## src/hdl/hep_pkg.sv

```systemverilog
package hep_pkg;

  localparam int CODE_W = 32;
  localparam int LEN_W  = 6;
  localparam int BYTE_W = 8;
  localparam int ACC_W  = CODE_W + BYTE_W;
  localparam int CNT_W  = 3;

  localparam logic [1:0] MODE_LOAD   = 2'd0;
  localparam logic [1:0] MODE_ENCODE = 2'd1;
  localparam logic [1:0] MODE_FLUSH  = 2'd2;

  typedef struct packed {
    logic [1:0]        mode;
    logic [7:0]        symbol;
    logic [CODE_W-1:0] code_word;
    logic [LEN_W-1:0]  code_length;
  } sym_beat_t;

  typedef struct packed {
    logic [BYTE_W-1:0] packed_byte;
    logic              last;
  } byte_beat_t;

  typedef struct packed {
    logic [1:0]        mode;
    logic [CODE_W-1:0] code;
    logic [LEN_W-1:0]  len;
  } look_t;

endpackage

```

## src/hdl/hep_packer.sv

```systemverilog
module hep_packer (
  input  logic                clk,
  input  logic                rst,
  input  logic                look_valid,
  input  hep_pkg::look_t      look,
  output logic                advance,
  output logic                byte_valid,
  input  logic                byte_stall,
  output hep_pkg::byte_beat_t byte_data
);

  logic [hep_pkg::BYTE_W-1:0] pend_bits, pend_bits_next;
  logic [2:0]                 pend_count, pend_count_next;
  logic [hep_pkg::CNT_W-1:0]  cnt;
  logic [hep_pkg::ACC_W-1:0]  shreg;

  logic [hep_pkg::ACC_W-1:0]  aligned, acc, rest, load_val;
  logic [hep_pkg::LEN_W-1:0]  total;
  logic [hep_pkg::CNT_W-1:0]  enc_n, n;
  logic                       free, fire;

  // code left-aligned below the pending bits
  assign aligned = ({look.code, hep_pkg::BYTE_W'(0)}
                    << (hep_pkg::LEN_W'(hep_pkg::CODE_W) - look.len)) >> pend_count;
  assign acc     = {pend_bits, hep_pkg::CODE_W'(0)} | aligned;
  assign total   = hep_pkg::LEN_W'(pend_count) + look.len;
  assign enc_n   = hep_pkg::CNT_W'(total[hep_pkg::LEN_W-1:3]);
  assign rest    = acc << {enc_n, 3'b000};

  always_comb begin
    n               = '0;
    load_val        = acc;
    pend_bits_next  = pend_bits;
    pend_count_next = pend_count;
    case (look.mode)
      hep_pkg::MODE_ENCODE: begin
        n               = enc_n;
        pend_bits_next  = rest[hep_pkg::ACC_W-1 -: hep_pkg::BYTE_W];
        pend_count_next = total[2:0];
      end
      hep_pkg::MODE_FLUSH: begin
        n               = (pend_count != 3'd0) ? hep_pkg::CNT_W'(1) : '0;
        load_val        = {pend_bits, hep_pkg::CODE_W'(0)};
        pend_bits_next  = '0;
        pend_count_next = 3'd0;
      end
      default: begin
        n = '0;
      end
    endcase
  end

  assign fire    = (cnt != '0) && !byte_stall;
  assign free    = (cnt == '0) || ((cnt == hep_pkg::CNT_W'(1)) && !byte_stall);
  assign advance = look_valid && ((n == '0) || free);

  always_ff @(posedge clk) begin
    if (rst) begin
      cnt        <= '0;
      pend_bits  <= '0;
      pend_count <= 3'd0;
    end else begin
      if (advance) begin
        pend_bits  <= pend_bits_next;
        pend_count <= pend_count_next;
      end
      if (advance && (n != '0)) begin
        cnt <= n;
      end else if (fire) begin
        cnt <= cnt - hep_pkg::CNT_W'(1);
      end
    end
  end

  always_ff @(posedge clk) begin
    if (advance && (n != '0)) begin
      shreg <= load_val;
    end else if (fire) begin
      shreg <= shreg << hep_pkg::BYTE_W;
    end
  end

  assign byte_valid            = cnt != '0;
  assign byte_data.packed_byte = shreg[hep_pkg::ACC_W-1 -: hep_pkg::BYTE_W];
  assign byte_data.last        = cnt == hep_pkg::CNT_W'(1);

endmodule

```

## config.mk

```make
export PLATFORM = sky130hd
export DESIGN_NAME = hep_packer
export DESIGN_NICKNAME = d
export VERILOG_FILES = /design/src/hdl/hep_pkg.sv /design/src/hdl/hep_packer.sv
export SDC_FILE = /design/constraint.sdc
export NUM_CORES = 1
export LEC_CHECK = 0
export BUFFER_PORTS_ARGS = -buffer_cell sky130_fd_sc_hd__buf_4
export CORE_UTILIZATION = 55
export DETAILED_ROUTE_END_ITERATION = 10
export HOLD_SLACK_MARGIN = 0.08
export PLACE_DENSITY = 0.74
export SYNTH_ARGS = -nofsm -noshare
export SYNTH_HDL_FRONTEND = slang
export SYNTH_SLANG_ARGS = --single-unit
```

## constraint.sdc

```tcl
create_clock -name clk -period 5 [get_ports clk]
set_input_delay 0.25 -clock clk [delete_from_list [all_inputs] [get_ports clk]]
set_output_delay 0.25 -clock clk [all_outputs]
set_load 0.1 [all_outputs]
```

# [After elaboration in Yosys (flattened, before gate mapping)]
# Cells that the tools add are included.
[word_totals] ff_bits=54 inputBits=44 wordCells=38
[op_classes] add_sub_neg=3 n_eq_ne=3 n_shift=3 mux=9 bitwise_logic=1 n_reduce_logical=15
[ops] operator="2-to-1 mux 40 bit" n=3
[ops] operator="<< shifter 40 x 6 -> 40 bit" n=2
[ops] operator="bitwise OR 40 bit" n=1
[ops] operator="right shift 40 x 3 -> 40 bit" n=1
[ops] operator="one-hot mux 8 bit (2 select lines)" n=1
[ops] operator="one-hot mux 3 bit (2 select lines)" n=2
[ops] operator="nonzero test 3 bit" n=3
[ops] operator="adder 3 x 6 -> 6 bit" n=1
[ops] operator="zero test 3 bit" n=2
[ops] operator="2-to-1 mux 3 bit" n=2
[ops] operator="subtractor 6 bit (first input constant)" n=1
[ops] operator="logical AND 1 bit" n=4
[ops] operator="nonzero test 2 bit" n=2
[ops] operator="equality test 3 x 1 -> 1 bit (second input constant)" n=1
[ops] operator="subtractor 3 x 1 -> 3 bit (second input constant)" n=1
[ops] operator="equality test 2 x 1 -> 1 bit (second input constant)" n=1
[ops] operator="equality test 2 bit (second input constant)" n=1
[ops] operator="logical OR 1 bit" n=2
[ops] operator="AND reduction 2 bit" n=1
[ops] operator="zero test 1 bit" n=1
[ops] operator="2-to-1 mux 1 bit" n=1

# [Depth between registers and ports, before layout]
[logic_depth] word_depth=8 ltp_mapped=17 mapped_depth_nobuf=11

# [Least setup slack after synthesis]
# No wires, ideal clock.
[synth_timing] path_type="reg-to-reg" startpoint="register pend_count[2]" endpoint="register shreg[10] (netlist bit), enable pin" setup_ps=489 t_arrival_ps=6811 required_ps=4511 slack_ps=-2300 path_stages_with_launch=11 n_path_buf=2 synth_period_minus_slack_ps=7300 path_cell_list="dfxtp_1 -> ha_1 -> and3_1 -> a32oi_1 -> xnor2_1 -> o41ai_1 -> nor2b_1 -> buf_2 -> nand2_1 -> clkbuf_1 -> o21ai_0"
[synth_between] elab_chain_cells=8 word_cells_on_any_way=10
[synth_lines] item="start: declaration" line_no="hep_packer.sv:13" text="logic [2:0] pend_count, pend_count_next;"
[synth_lines] item="start signal: assignment" line_no="hep_packer.sv:65" text="pend_count <= pend_count_next;"
[synth_lines] item="branches (longest 2 deep; another with adder 3 x 6 -> 6 bit)"
[synth_lines] item="one-hot mux 3 bit (2 select lines) (*)" line_no="hep_packer.sv:35" text="case (look.mode)"
[synth_lines] item="zero test 3 bit (*)" line_no="hep_packer.sv:55" text="assign advance = look_valid && ((n == '0) || free);"
[synth_lines] item="logical OR 1 bit (*)" line_no="hep_packer.sv:55"
[synth_lines] item="logical AND 1 bit (*)" line_no="hep_packer.sv:55"
[synth_lines] item="net advance" line_no="hep_packer.sv:6" text="output logic advance,"
[synth_lines] item="logical AND 1 bit (*)" line_no="hep_packer.sv:76" text="if (advance && (n != '0)) begin"
[synth_lines] item="nonzero test 2 bit (no source line) (*)"
[synth_lines] item="end signal: assignment" line_no="hep_packer.sv:77" text="shreg <= load_val;"
[synth_lines] item="end signal: assignment" line_no="hep_packer.sv:79" text="shreg <= shreg << hep_pkg::BYTE_W;"
[synth_lines] item="end: declaration" line_no="hep_packer.sv:15" text="logic [hep_pkg::ACC_W-1:0] shreg;"
# Mark *: on every way through the listed nets, which the timed path passes.
# A chain may end at the register's enable or synchronous reset.

# [Worst setup path after layout]
[layout_timing] startpoint="input port look[1] (netlist bit)" endpoint="register shreg[33] (netlist bit), data pin"
[layout_between] elab_chain_cells=7 word_cells_on_any_way=13
[layout_lines] item="start: declaration" line_no="hep_packer.sv:5" text="input hep_pkg::look_t look,"
[layout_lines] item="branches (longest 6 deep; another with subtractor 6 bit)"
[layout_lines] item="2-to-1 mux 40 bit (*)" line_no="hep_packer.sv:76"
# Every way passes the cells marked *.

==> results.py <==
metrics = {
    "placed_design": {
        "hpwl_um": 17100,
        "io_buffer_count": 54,
        "gp_congestion": 1.02,
        "placed_area_um2": 7140,
    },
    "finish": {
        "final_area_um2": 7330,
        "num_antenna_cells": 0,
        "layout_commonest_cell": "nand2_1",
        "nFillCells": 1021,
        "final_cell_mix": "nand2_1 (86), mux2i_1 (84), buf_4 (78)",
        "nNetsFinal": 866,
        "syn2layout_area_growth_pct": 9.38,
        "final_layout_size_suffix_gt1_share_pct": 17.8,
        "fin_util_pct": 62.8,
    },
    "timing": {
        "rsz0062_at_grt": "no",
        "relSlewSlack_pct": 14.4,
        "fin_tns_setup_ns": 0,
        "fmax_mhz": 250,
        "tightest_slew_ns": 1.27,
        "clock_skew_ns": 0.00769,
        "setup_viol": 0,
        "drv_slew": 0,
        "post-route-period-util_pct": 79.9,
        "period_needed_ns": 4.00,
        "finalHoldViolations": 0,
    },
    "routing": {
        "via_per_inst": 7.28,
        "drc": 0,
        "firstDrtPassIters": 5,
        "drtIter0Drc": 1046,
        "num_vias": 6956,
        "finalWirelength_um": 22700,
        "drtAntennaViolNets": 0,
        "wl_per_cell_um": 23.8,
    },
    "die": {
        "core-area_um2": 11700,
        "start_util_pct": 57.4,
        "die_area_um2": 12600,
        "rows": 39,
        "die_x_um": 112,
        "die_h_um": 112,
        "pin_count": 55,
    },
    "synth": {
        "syn_area_per_cell_um2": 8.33,
        "synth_edf_count": 39,
        "synth_area_um2": 6700,
        "ys_seq_area_share_pct": 21.7,
        "netlist_instances": 804,
        "async_flop_share_pct": 0,
        "synth_fp_nets": 858,
        "yosys_most_used_dff": "edfxtp_1",
        "synth.distinct_cells": 83,
        "yosys_warnings": 0,
        "synth_seq_cells": 53,
    },
    "setup_path": {
        "startpoint_type": "input pin",
        "crit_arrival_ns": 4.03,
        "crit_path_end": "shreg[33]",
        "cp.required_ns": 5.04,
        "r2r_slack_ns": 1.05,
        "crit_type": "input pin to flip-flop",
        "startpoint": "look[1]",
        "critPathCaptureType": "flip-flop",
        "ff2ff_path_depth": 9,
        "cp_max_fo": 26,
        "regToRegEndpoint": "shreg[21]",
        "rr_startpoint": "pend_count[1]",
    },
    "global_routing": {
        "grt.total_usage_pct": 36.7,
        "antenna_found_initial": 0,
        "grt_max_degree": 52,
        "grt_overflow": 0,
        "grt_pass1_vias": 6548,
        "grt_pass1_wl_um": 36300,
    },
    "status": {
        "status": "complete, no violations",
    },
    "clock_tree": {
        "cts_buffer_depth": 2,
        "postCtsSetupBuffers": 0,
        "cts_tree": "built",
        "htreeDepth": 2,
        "postCtsHoldBufs": 0,
        "cts_resized": 0,
        "cts-root-buf": "clkbuf_16",
        "cts_made_buffers": 5,
        "cts_sinks": 53,
        "clk_latency_ns": 0.30,
        "clk_pin_slew_worst_paths_ns": 0.07,
    },
    "pwr": {
        "ir_worst_vdd_mv": 0.295,
        "p_per_area_nw_per_um2": 356,
        "power_leakage_uw": 0.00284,
        "p_total_uw": 2610,
    },
    "min_path": {
        "hold_class": "input pin to flip-flop",
    },
    "job": {
        "drv_cap": 0,
    },
}
[area by class of cell]
type,instances,area (um^2),share of cell area (%)
clock inverters,3,65.1,0.888
flip-flops and latches,53,1450,19.8
clock buffers,5,125,1.71
repair buffers,78,586,7.99
multi-input cells,658,4860,66.3
inverters,16,60.1,0.820
well taps,143,179,2.44
[critical path: stages]
cell and delay, ns:
buf_4 0.16, inv_1 0.06, ha_2 0.75, buf_4 0.30, mux4_2 0.31, mux2i_1 0.47
mux2i_1 0.30, a22oi_2 0.33, inv_1 0.06, mux4_2 0.52, mux2_2 0.28, a21oi_1 0.13
o21ai_0 0.08
[how the worst min path moves through the flow]
stage                   start  cells after the start  slack [ns]            end
global placement    shreg[12]                      2        0.51      shreg[20]
floorplan                 rst                      3        0.46   pend_bits[4]
detailed placement  shreg[31]                      2        0.51      shreg[39]
CTS                       rst                      2        0.26  pend_count[1]
global route              rst                      2        0.27  pend_count[0]
finish                    rst                      2        0.27  pend_count[1]
[cell usage after synthesis (all sizes together), types with 9 or more instances]
library cell	instances	area (um^2)
nand2	87	329
mux2i	84	841
nor2	58	218
a21oi	55	275
o21ai	50	250
clkbuf	44	165
edfxtp	39	1170
buf	33	205
mux4	21	473
nand3	21	105
nor3	18	90.1
inv	16	60.1
mux2	16	180
dfxtp	14	280
a31oi	11	68.8
o31ai	11	82.6
a21o	10	75.1
a22o	10	87.6
and3	9	56.3
ha	9	113
[flip-flops by register name, indices dropped and copies added, names as in the netlist]
signal and count:
pend_count 3, shreg 39, pend_bits 8, cnt 3
[kinds of logic after synthesis]
logic type,synth area share [%]
AO/OA/AOI/OAI,28.5
XOR/XNOR,1.59
adder cells (fa/ha/maj),1.98
buffers and inverters,6.42
flip-flops,21.7
multiplexers,22.3
AND/OR/NAND/NOR,17.6
[metrics by stage]
stage / std cells / hold slack, ns / setup WS (ns)
final: 956 / 0.275 / 1.00
after global routing: 956 / 0.269 / 0.783
after CTS: 956 / 0.265 / 1.09
after detailed placement: 948 / 0.508 / 0.792
after global placement: 948 / 0.506 / 0.940
after floorplan: 804 / 0.455 / 0.687
[metal layers]
metal / GRT usage, % / part of all wire (%)
met1: 52.6 / 42
met2: 56.2 / 44
met3: 8.10 / 12
met4: 9.24 / 2.6
met5: 0 / 0
[where the power goes]
| group | internal (uW) | switching (uW) | leakage, uW |
|---|---|---|---|
| Sequential | 668 | 50.8 | 0.000485 |
| Combinational | 460 | 983 | 0.00226 |
| Clock | 286 | 159 | 0.0000938 |
| Total | 1410 | 1190 | 0.00284 |
(Power assumes the default switching activity.)
